[src/sv/tft_pkg.sv]
// Shared types, codes and helper functions for the texture footprint tracker.
// No dependencies; every other file refers to this package by scoped names.
package tft_pkg;

  // Command codes
  typedef enum logic [1:0] {
    CMD_CREATE   = 2'd0,
    CMD_RELEASE  = 2'd1,
    CMD_COMPRESS = 2'd2,
    CMD_NONE     = 2'd3
  } cmd_e;

  // Result status codes
  typedef enum logic [1:0] {
    ST_OK    = 2'd0,
    ST_FULL  = 2'd1,
    ST_MISS  = 2'd2,
    ST_UNUSED = 2'd3
  } status_e;

  // Format codes that matter to the logic
  localparam logic [3:0] FMT_BC1     = 4'd1;
  localparam logic [3:0] FMT_BC1B    = 4'd2;
  localparam logic [3:0] FMT_BC3     = 4'd4;
  localparam logic [3:0] FMT_BC7     = 4'd7;
  localparam logic [3:0] FMT_BC_LAST = 4'd8;
  localparam logic [3:0] FMT_BC2     = 4'd3;
  localparam logic [3:0] FMT_RGBA8   = 4'd9;
  localparam logic [3:0] FMT_BGRA8   = 4'd11;
  localparam logic [3:0] FMT_RGBA16F = 4'd12;
  localparam logic [3:0] FMT_RGBA32F = 4'd13;

  // Compression levels
  localparam logic [2:0] LVL_BC1     = 3'd0;
  localparam logic [2:0] LVL_BC3     = 3'd1;
  localparam logic [2:0] LVL_BC7     = 3'd2;
  localparam logic [2:0] LVL_QUARTER = 3'd3;

  localparam logic [14:0] DIM_SAT    = 15'd32764;
  localparam logic [14:0] DIM_MIN    = 15'd4;
  localparam logic [14:0] MIN_DIM_RST = 15'd64;
  localparam logic [43:0] SIZE_MAX   = {44{1'b1}};

  typedef struct packed {
    logic [1:0]  cmd;
    logic [63:0] tex_id;
    logic [14:0] width;
    logic [14:0] height;
    logic [3:0]  mip_cnt;
    logic [11:0] slice_cnt;
    logic [3:0]  format;
    logic [2:0]  bind_bits;
    logic        cpu_write;
    logic [2:0]  comp_level;
    logic [14:0] req_w;
    logic [14:0] req_h;
  } in_item_t;

  typedef struct packed {
    logic [1:0]  status;
    logic [43:0] byte_size;
    logic        candidate;
    logic [14:0] new_width;
    logic [14:0] new_height;
    logic [3:0]  new_format;
    logic [43:0] comp_size;
    logic [43:0] saved_bytes;
  } out_item_t;

  // Table record: comp, size, shape (fmt, arr, mips), dims (h, w)
  typedef struct packed {
    logic [3:0]  comp;
    logic [43:0] size;
    logic [3:0]  fmt;
    logic [11:0] arr;
    logic [3:0]  mips;
    logic [14:0] h;
    logic [14:0] w;
  } rec_t;

  // Controller to datapath commands
  typedef struct packed {
    logic take;
    logic srch_start;
    logic srch_run;
    logic sz_step_a;
    logic sz_step_b;
    logic rd_last;
    logic rel_write;
    logic rd_rec;
    logic cp_dim;
    logic create_fin;
    logic cp_fin;
    logic miss_fin;
    logic zero_fin;
  } ctl_cmd_t;

  // Datapath to controller status
  typedef struct packed {
    logic [1:0] cmd;
    logic       srch_hit;
    logic       srch_miss;
    logic       sz_done;
  } dp_stat_t;

  // Round up to a multiple of 4, saturating
  function automatic logic [14:0] round4(input logic [14:0] v);
    logic [15:0] r;
    r = ({1'b0, v} + 16'd3) & ~16'd3;
    return (r > {1'b0, DIM_SAT}) ? DIM_SAT : r[14:0];
  endfunction

  // Half or quarter size, at least 4
  function automatic logic [14:0] shrink(input logic [14:0] v, input logic quarter);
    logic [14:0] r;
    r = round4(quarter ? (v >> 2) : (v >> 1));
    return (r < DIM_MIN) ? DIM_MIN : r;
  endfunction

endpackage

[src/sv/tft_ctrl.sv]
// Controller state machine for the texture footprint tracker.
// Depends on tft_pkg; drives ctl_cmd_t into tft_dp and reads dp_stat_t.
module tft_ctrl (
  input  logic                clk_i,
  input  logic                rst_ni,
  input  logic                in_valid_i,
  output logic                in_ready_o,
  output logic                out_valid_o,
  input  logic                out_ready_i,
  input  logic [1:0]          in_cmd_i,
  input  tft_pkg::dp_stat_t   stat_i,
  output tft_pkg::ctl_cmd_t   cmd_o
);

  typedef enum logic [10:0] {
    S_IDLE   = 11'b000_0000_0001,
    S_SRCH   = 11'b000_0000_0010,
    S_SZA    = 11'b000_0000_0100,
    S_SZB    = 11'b000_0000_1000,
    S_CR_WR  = 11'b000_0001_0000,
    S_REL_RD = 11'b000_0010_0000,
    S_REL_WR = 11'b000_0100_0000,
    S_CP_RD  = 11'b000_1000_0000,
    S_CP_DIM = 11'b001_0000_0000,
    S_CP_WR  = 11'b010_0000_0000,
    S_DONE   = 11'b100_0000_0000
  } state_e;

  state_e state_q, state_d;

  // Next state and commands
  always_comb begin
    state_d     = state_q;
    cmd_o       = '0;
    in_ready_o  = 1'b0;
    out_valid_o = 1'b0;
    case (state_q)
      S_IDLE: begin
        in_ready_o = 1'b1;
        if (in_valid_i) begin
          cmd_o.take = 1'b1;
          case (in_cmd_i)
            tft_pkg::CMD_CREATE: state_d = S_SZA;
            tft_pkg::CMD_RELEASE, tft_pkg::CMD_COMPRESS: begin
              cmd_o.srch_start = 1'b1;
              state_d = S_SRCH;
            end
            default: begin
              cmd_o.zero_fin = 1'b1;
              state_d = S_DONE;
            end
          endcase
        end
      end
      S_SRCH: begin
        cmd_o.srch_run = 1'b1;
        if (stat_i.srch_hit) begin
          state_d = (stat_i.cmd == tft_pkg::CMD_RELEASE) ? S_REL_RD : S_CP_RD;
        end else if (stat_i.srch_miss) begin
          cmd_o.miss_fin = 1'b1;
          state_d = S_DONE;
        end
      end
      S_REL_RD: begin
        cmd_o.rd_last = 1'b1;
        state_d = S_REL_WR;
      end
      S_REL_WR: begin
        cmd_o.rel_write = 1'b1;
        cmd_o.zero_fin  = 1'b1;
        state_d = S_DONE;
      end
      S_CP_RD: begin
        cmd_o.rd_rec = 1'b1;
        state_d = S_CP_DIM;
      end
      S_CP_DIM: begin
        cmd_o.cp_dim = 1'b1;
        state_d = S_SZA;
      end
      S_SZA: begin
        if (stat_i.sz_done) begin
          state_d = (stat_i.cmd == tft_pkg::CMD_CREATE) ? S_CR_WR : S_CP_WR;
        end else begin
          cmd_o.sz_step_a = 1'b1;
          state_d = S_SZB;
        end
      end
      S_SZB: begin
        cmd_o.sz_step_b = 1'b1;
        state_d = S_SZA;
      end
      S_CR_WR: begin
        cmd_o.create_fin = 1'b1;
        state_d = S_DONE;
      end
      S_CP_WR: begin
        cmd_o.cp_fin = 1'b1;
        state_d = S_DONE;
      end
      S_DONE: begin
        out_valid_o = 1'b1;
        if (out_ready_i) state_d = S_IDLE;
      end
      default: state_d = S_IDLE;
    endcase
  end

  always_ff @(posedge clk_i or negedge rst_ni) begin
    if (!rst_ni) state_q <= S_IDLE;
    else         state_q <= state_d;
  end

endmodule

[config.mk]
export PLATFORM = sky130hd
export DESIGN_NAME = tft_ctrl
export DESIGN_NICKNAME = d
export VERILOG_FILES = /design/src/sv/tft_pkg.sv /design/src/sv/tft_ctrl.sv
export SDC_FILE = /design/constraint.sdc
export NUM_CORES = 1
export LEC_CHECK = 0
export ABC_AREA = 1
export BUFFER_PORTS_ARGS = -buffer_cell sky130_fd_sc_hd__buf_2
export CAP_MARGIN = 20
export CORE_MARGIN = 1.5
export CORE_UTILIZATION = 25
export CTS_CLUSTER_DIAMETER = 60
export DETAILED_ROUTE_END_ITERATION = 16
export GPL_TIMING_DRIVEN = 0
export HOLD_SLACK_MARGIN = 0.12
export PLACE_DENSITY_LB_ADDON = 0.25
export SLEW_MARGIN = 15
export SYNTH_ARGS = -nofsm -noshare
export SYNTH_HDL_FRONTEND = slang
export SYNTH_SLANG_ARGS = --single-unit
[constraint.sdc]
create_clock -name clk_i -period 3.8 [get_ports clk_i]
set_input_delay 0.38 -clock clk_i [delete_from_list [all_inputs] [get_ports clk_i]]
set_output_delay 0.38 -clock clk_i [all_outputs]
set_load 0.02 [all_outputs]
==> impl_results.md, run 1 <==
* Run status: finished, final reports clean
* Worst vdd ir at 0.0002900 V
* Routed Antenna Nets at 0
* Most used cell, CP: nand2_4
* Core Rows at 20
* Syn Nets at 132
* Vias in the first global route at 739
* Relative slew margins at 82.72%
* Initial core utilization at 27.16%
* Top_reg_cell synth: dfrtp_1
* Logic gate share of total power at 57.7%
* Post-DR wirelength/cell at 9.715 um
* 1st-iter DRT viols at 19
* Area of placed instances at 0.001030 mm^2
* Met1 Usage GRT at 16.39%
* Grt peak-use layer: met2
* Post-CTS Setup Bufs at 0
* Hold-critical path depth at 2
* Async SR Flop Fraction at 100.0%
* CP Class: reg2out
* Crit-path cells: nor2_2 > nand2_4 > nor2_8 > nand2_4 > nor2_4 > nand2_1 > o21ai_0 > buf_2
* Slowest-stage cell, CP: dfrtp_1
* Synth Cell Area at 849.6 um^2
* Via count at 770
* Yosys cell types at 25
* Period utilization at 54.16%
* Design area at 0.001066 mm^2
* Clk Tree Root Cell: clkbuf_4
* Share of layout cells above drive strength 1 at 37.58%
* Mean post-synth cell area at 7.139 um^2
* Sw Ratio at 48.00%
* Most frequent cell after synthesis: inv_1
* First-pass GRT wire length at 3174 um
* Critical Path End Type: output port
* PwrDens at 532.5 mW/mm^2
* CTS tree: done
* # diodes at 0
* HP Class: in2reg
* Post-layout nets at 163
* Core Footprint at 0.003128 mm^2
* Synth top area share at 29.46%
* Clock buffer depth at 2
* Final Max Tran Viols at 0
* Fillers at 350
* Worst Reg-to-Reg Cells at 8
* Top flop regs: state_q: 11 flops
* Commonest cells in the synthesized netlist: inv_1, nand2_1, nor2_1
* Max Clk Rate at 485.8 MHz
* Routed WL at 1875 um
* Remaining Overflow, GRT at 0
* Clock skew at 0.003645 ns
* Final Wtd Congestion at 0.7844
* Number of port buffers at 25
* DPL Wire Length at 1608 um
* Unrepaired setup endpoints after global routing: no
* Die ar. at 0.003757 mm^2
* CP Launch Type: flip-flop
* Die Y at 61.30 um
* Pleak at 0.6797 nW
* Synth Instances at 119
* Reg power frac at 27.9%
* Final setup vio count at 0
* Biggest register: state_q
* Final worst path period need at 2.058 ns
* Sequential area share after synthesis at 32.55%
* Data arrival time of the worst path at 1.68 ns
* P&R area growth vs syn at 25.48%
* Least-Margin Pin Slew at 0.2573 ns
* Die extent in x at 61.30 um
* Final hold vios at 0
* Synth Warn # at 0
* MaxCap Viol Count at 0
* Internal power at 295.2 uW
* Num CTS Buffers at 3
* Dominant cells by area after synthesis: dfrtp_1, inv_1, nand2_1, nor2_4, nor2_1
* M3 GR Usage at 1.891%
* Reg2Reg Setup Slack at 2.39 ns
* Crit-path max FO at 5
* Clock Sinks at 11
* #FFs+latches synth at 11
* GRT Util Overall at 11.78%
* Number of flops mapped to enable cells by yosys at 0
* # H-tree levels at 1
* Largest net degree at the start of global routing at 12
* Antenna violations before repair at 0
* Ports at 26
* Worst skew pair latency at 0.27 ns
* Critical path's largest stage delay at 0.40 ns
* TNS Setup at 0 ns
* Cell taking the most area after synthesis: dfrtp_1
* NetSw at 272.5 uW
* Drt first pass iters at 4
* DRC violations left at 0
* Number of flip-flops under the largest register name at 11
* Clock-pin slew on the worst setup and hold paths at 0.07 ns
* Critical Path RT at 3.42 ns
* Clock power frac at 14.4%
* Vias per std cell at 3.990
* Total power at 567.7 uW
* M2 GR Usage at 17.33%
what timing repair did:
action | in CTS | in global routing
hold buffers | 1 | 0
resized for setup | 0 | 0
endpoints found under the hold margin | 10 | 0
layer usage:
metal | vias to the layer above | part of all wire (%)
met5 | - | 0
met2 | 20 | 43
met1 | 328 | 51
li1 | 418 | -
met3 | 4 | 4.1
met4 | 0 | 2.2
cells by family after synthesis:
kind of cell,count (synthesis),synth area share (%)
simple gates,68,45.80
buf+inv,32,14.73
flops,11,32.55
compound gates,6,3.975
fa+ha+maj,2,2.945
critical path, delay by kind of cell, from the launching register on:
kind                   cells  cell delay, ns
buffers and inverters      1            0.19
and+or+nand+nor            6            0.72
AOI/OAI and AO/OA          1            0.09
DFF                        1            0.40
power groups by stage:
stage	registers [mW]	logic, mW	clock network [mW]
after CTS	0.158	0.332	0.0840
after global placement	0.159	0.328	0
after detailed placement	0.160	0.330	0
after global routing	0.162	0.364	0.0910
final	0.158	0.328	0.0817
after floorplan	0.157	0.263	0
per-stage QoR:
step	setup WS, ns	utilization (%)	instances	hold slack [ns]
after CTS	1.707	34.08	193	0.2887
after global routing	1.625	34.08	193	0.2833
final	1.742	34.08	193	0.2914
after detailed placement	2.003	32.92	188	0.2675
after floorplan	2.047	-	119	0.08441
after global placement	2.019	32.92	188	0.2683
cell type report:
| type | instances | area [um^2] | share of cell area (%) |
|---|---|---|---|
| clock buffers | 4 | 26.28 | 2.465 |
| flip-flops and latches | 11 | 276.5 | 25.94 |
| repair buffers | 26 | 135.1 | 12.68 |
| multi-input cells | 76 | 447.9 | 42.02 |
| well taps | 44 | 55.05 | 5.164 |
| inverters | 31 | 117.6 | 11.03 |
| plain buffers | 1 | 7.507 | 0.7042 |
path summary, 6_finish.rpt:
kind / start / endpoint
min in group asynchronous: rst_ni / state_q[10]$_DFFE_PN0P_
worst min-delay path: stat_i[4] / state_q[4]$_DFFE_PN0P_
worst max-delay path: state_q[5]$_DFFE_PN0P_ / cmd_o[0]
worst min register to register: state_q[6]$_DFFE_PN0P_ / state_q[8]$_DFFE_PN0P_
max in group asynchronous: rst_ni / state_q[0]$_DFFE_PN1P_
worst max register to register: state_q[5]$_DFFE_PN0P_ / state_q[10]$_DFFE_PN0P_
placed cells by master (no fill, tap or decap), drive strengths merged:
cell         synthesis  layout
nand3                4       4
clkinv               1       1
dfrtp               10      10
nor3                 6       6
buf                  1      26
dfstp                1       1
and3                 1       1
a21oi                4       4
dlygate4sd3          0       1
nor2                23      23
nand2               29      29
clkbuf               0       4
and2                 1       1
ha                   2       2
inv                 30      30
o21ai                2       2
nor4                 2       2
nand4                2       2
(Power assumes the default switching activity.)
==> run 2: changes to the inputs <==
ABC_AREA = 0   (was 1)
clock period = 2 ns   (was 3.8 ns; I/O delays follow)
==> run 2 against run 1 <==
Largest cell class unchanged; clock skew grew 0.0034 ns; critical path type unchanged; sequential share of layout area decreased by 6.2 points; cell count unchanged; area after synthesis grew 1.5%; setup slack worse by 2.3 ns; the run now ends with setup timing left; worst hold slack got worse by 0.16 ns; via count increased by 24%; power rose to 2.7 times the previous value.
==> impl_results.md, run 2 <==
* Async SR Flop Fraction at 100.0% (unchanged)
* P&R area growth vs syn at 67.34% (was 25.48%)
* Post-layout nets at 161 (was 163)
* Post-DR wirelength/cell at 12.92 um (was 9.715 um)
* Clk Tree Root Cell: clkbuf_4 (unchanged)
* Slowest-stage cell, CP: or4_4 (was dfrtp_1)
* Max Clk Rate at 396.6 MHz
* Final setup vio count at 19 (was 0)
* 1st-iter DRT viols at 36 (was 19)
* HP Class: in2reg (unchanged)
* Clock-pin slew on the worst setup and hold paths at 0.08 ns (was 0.07 ns)
* # H-tree levels at 1 (unchanged)
* Biggest register: state_q (unchanged)
* Period utilization at 126.1%
* Adder-cell share of the synthesized area at 2.903% (was 2.946%)
* Number of flops mapped to enable cells by yosys at 0 (unchanged)
* Clock skew at 0.007068 ns (was 0.003645 ns)
* Area of placed instances at 0.001085 mm^2 (was 0.001030 mm^2)
* Remaining Overflow, GRT at 0 (unchanged)
* Yosys cell types at 40 (was 25)
* Num CTS Buffers at 3 (unchanged)
* Grt peak-use layer: met2 (unchanged)
* Routed Antenna Nets at 0 (unchanged)
* Unrepaired setup endpoints after global routing: yes (was no)
* Most used cell, CP: or4_4 (was nand2_4)
* Final hold vios at 0 (unchanged)
* Seq. cell area at 285.3 um^2 (was 276.5 um^2)
* Vias in the first global route at 905 (was 739)
* First-pass GRT wire length at 4153 um (was 3174 um)
* Fin cells at 193 (unchanged)
* XOR/XNOR Fraction of Synth Area at 3.048% (was 0%)
* PwrDens at 1065 mW/mm^2 (was 532.5 mW/mm^2)
* Cell taking the most area after synthesis: dfrtp_1 (unchanged)
* Largest net degree at the start of global routing at 12 (unchanged)
* Crit-path cells: or4_4 > or2_4 > or4_4 > nor3b_4 > buf_6 (was nor2_2 > nand2_4 > nor2_8 > nand2_4 > nor2_4 > nand2_1 > o21ai_0 > buf_2)
* Critical Path RT at 1.80 ns (was 3.42 ns)
* Worst R2R End: state_q[7]$_DFFE_PN0P_ (was state_q[10]$_DFFE_PN0P_)
* GRT Util Overall at 14.95% (was 11.78%)
* Hold-critical path depth at 2 (unchanged)
* Mux share of post-synthesis cell area at 0% (unchanged)
* Routed WL at 2494 um (was 1875 um)
* Reg2Reg Setup Slack at -0.20 ns (was 2.39 ns)
* Worst Hold Endpoint: state_q[10]$_DFFE_PN0P_ (was state_q[4]$_DFFE_PN0P_)
* Relative slew margins at 65.92% (was 82.72%)
* Drt first pass iters at 4 (unchanged)
* Multi-input gate area at 623.1 um^2 (was 447.9 um^2)
* Die extent in x at 61.72 um (was 61.30 um)
* Top flop regs: state_q: 11 flops (unchanged)
* Die ar. at 0.003809 mm^2 (was 0.003757 mm^2)
* Synth Warn # at 0 (unchanged)
* Simple-Gate Fraction of Synth Area at 42.67% (was 45.80%)
* Critical hold path startpoint: out_ready_i (was stat_i[4])
* Initial core utilization at 26.04% (was 27.16%)
* Worst Reg-to-Reg Cells at 6 (was 8)
* Critical path's largest stage delay at 0.56 ns (was 0.40 ns)
* Commonest cells in the synthesized netlist: dfrtp_1, nor2_1, nor3_1 (was inv_1, nand2_1, nor2_1)
* Synth Instances at 100 (was 119)
* Top_reg_cell synth: dfrtp_1 (unchanged)
* Design area at 0.001443 mm^2 (was 0.001066 mm^2)
* Pre-CTS setup slack at -0.3517 ns (was 2.003 ns)
* Synth Cell Area at 862.1 um^2 (was 849.6 um^2)
* Final Wtd Congestion at 0.8074 (was 0.7844)
* Ports at 26 (unchanged)
* Die Y at 61.72 um (was 61.30 um)
* Pleak at 0.6606 nW (was 0.6797 nW)
* M3 GR Usage at 3.106% (was 1.891%)
* Placed insts at 171 (was 188)
* MaxCap Viol Count at 0 (unchanged)
* Core Rows at 21 (was 20)
* Vias per std cell at 4.933 (was 3.990)
* Number of port buffers at 25 (unchanged)
* CP Launch Type: flip-flop (unchanged)
* CP Class: reg2out (unchanged)
* Syn Nets at 113 (was 132)
* R2r startpoint: state_q[3]$_DFFE_PN0P_ (was state_q[5]$_DFFE_PN0P_)
* Compound-Gate Fraction of Synth Area at 12.34% (was 3.976%)
* Clock Sinks at 11 (unchanged)
* Commonest non-fill, non-tap cell in the layout: buf_4 (was inv_1)
* Fillers at 355 (was 350)
* Worst skew pair latency at 0.28 ns (was 0.27 ns)
* Via count at 952 (was 770)
* Share of layout cells above drive strength 1 at 56.46% (was 37.58%)
* Most frequent cells in the layout: buf_4, buf_6, buf_2 (was inv_1, buf_2, nand2_1)
* Met1 Usage GRT at 20.10% (was 16.39%)
* DPL Wire Length at 1693 um (was 1608 um)
* Main combinational cell family by area after synthesis: simple AND/OR/NAND/NOR gates (unchanged)
* CTS tree: done (unchanged)
* Failing checks: setup timing
* Core Footprint at 0.003311 mm^2 (was 0.003128 mm^2)
* Number of flip-flops under the largest register name at 11 (unchanged)
* WHS at 0.1310 ns (was 0.2914 ns)
* # diodes at 0 (unchanged)
* Sequential area share after synthesis at 32.08% (was 32.55%)
* DRC violations left at 0 (unchanged)
* Crit-path max FO at 5 (unchanged)
* Clock buffer depth at 2 (unchanged)
* Run status: complete, but fails checks (was finished, final reports clean)
* Worst vdd ir at 0.0004033 V (was 0.0002900 V)
* Synth top area share at 29.03% (was 29.46%)
* Final WS setup at -0.5217 ns (was 1.742 ns)
* Data arrival time of the worst path at 2.32 ns (was 1.68 ns)
* M2 GR Usage at 23.31% (was 17.33%)
* #FFs+latches synth at 11 (unchanged)
* Mean post-synth cell area at 8.621 um^2 (was 7.139 um^2)
* Least-Margin Pin Slew at 0.5072 ns (was 0.2573 ns)
* Total power at 1.536 mW (was 567.7 uW)
* Final worst path period need at 2.522 ns
* Antenna violations before repair at 0 (unchanged)
* Critical Path End Type: output port (unchanged)
* Final Max Tran Viols at 0 (unchanged)
* Dominant cells by area after synthesis: dfrtp_1, nor3b_1, nor3_1, nor2_1, or4_4 (was dfrtp_1, inv_1, nand2_1, nor2_4, nor2_1)
-- run 2: changes by cell type in the layout (fill, tap and decap cells not counted), moves of 12 or more --
| cell | before | now |
|---|---|---|
| buf_2 | 25 | 13 |
| buf_4 | 1 | 15 |
| buf_6 | 0 | 14 |
| inv_1 | 26 | 4 |
| nand2_1 | 23 | 3 |
-- run 2: critical path, delay by kind of cell (launching register included) --
kind / cells / cell delay (ns)
and+or+nand+nor: 4 / 1.50
DFF: 1 / 0.41
buffers and inverters: 1 / 0.14
-- run 2: layout make-up --
type                            count  share of cell area [%]
Timing Repair Buffer               47                   27.93
Clock inverter                      1                  0.3469
Multi-Input combinational cell     77                   43.19
Clock buffer                        3                   1.561
Buffer                              2                  0.7806
Sequential cell                    11                   19.77
Tap cell                           46                   3.990
Inverter                            6                   2.428
-- run 2: layer usage --
| layer | routed length (um) | share of wire (%) |
|---|---|---|
| met1 | 1123 | 45 |
| met2 | 1229 | 49 |
| met3 | 97 | 3.9 |
| met4 | 44 | 1.8 |
| met5 | 0 | 0 |
-- run 2: worst max path at each step --
stage                                  startpoint        to  slack, ns  cells after the start
after floorplan           state_q[10]$_DFFE_PN0P_  cmd_o[0]      -0.41                      6
after global placement     state_q[4]$_DFFE_PN0P_  cmd_o[1]      -0.36                      5
after detailed placement   state_q[2]$_DFFE_PN0P_  cmd_o[0]      -0.35                      7
after CTS                 state_q[10]$_DFFE_PN0P_  cmd_o[1]      -0.59                      6
after global routing       state_q[3]$_DFFE_PN0P_  cmd_o[9]      -0.60                      6
final                      state_q[3]$_DFFE_PN0P_  cmd_o[1]      -0.52                      5
-- run 2: kinds of logic after synthesis --
| logic type | count (synthesis) |
|---|---|
| AO/OA/AOI/OAI | 15 |
| adder cells (fa/ha/maj) | 2 |
| buffers and inverters | 12 |
| flip-flops | 11 |
| AND/OR/NAND/NOR | 57 |
| XOR/XNOR | 3 |
-- run 2: what timing repair did --
action | 4_1_cts | 5_1_grt
gates resized for setup | 34 | 21
setup buffers | 13 | 7
hold buffers | 4 | 0
setup endpoints to repair | 20 | 22
hold endpoints to repair | 13 | 0
pin swaps | 7 | 6
-- run 2: where the power goes --
| group | internal, mW | leakage [nW] | switching (mW) |
|---|---|---|---|
| combinational | 0.560 | 0.506 | 0.497 |
| sequential | 0.268 | 0.137 | 0.0499 |
| clock | 0.0742 | 0.0177 | 0.0863 |
-- run 2: per-stage QoR --
| step | setup TNS, ns | utilization (%) |
|---|---|---|
| after global placement | -2.698 | 32.77 |
| after detailed placement | -2.664 | 32.77 |
| after CTS | -5.349 | 40.85 |
| final | -5.133 | 43.58 |
| after global routing | -6.979 | 43.58 |
| after floorplan | -1.594 | - |
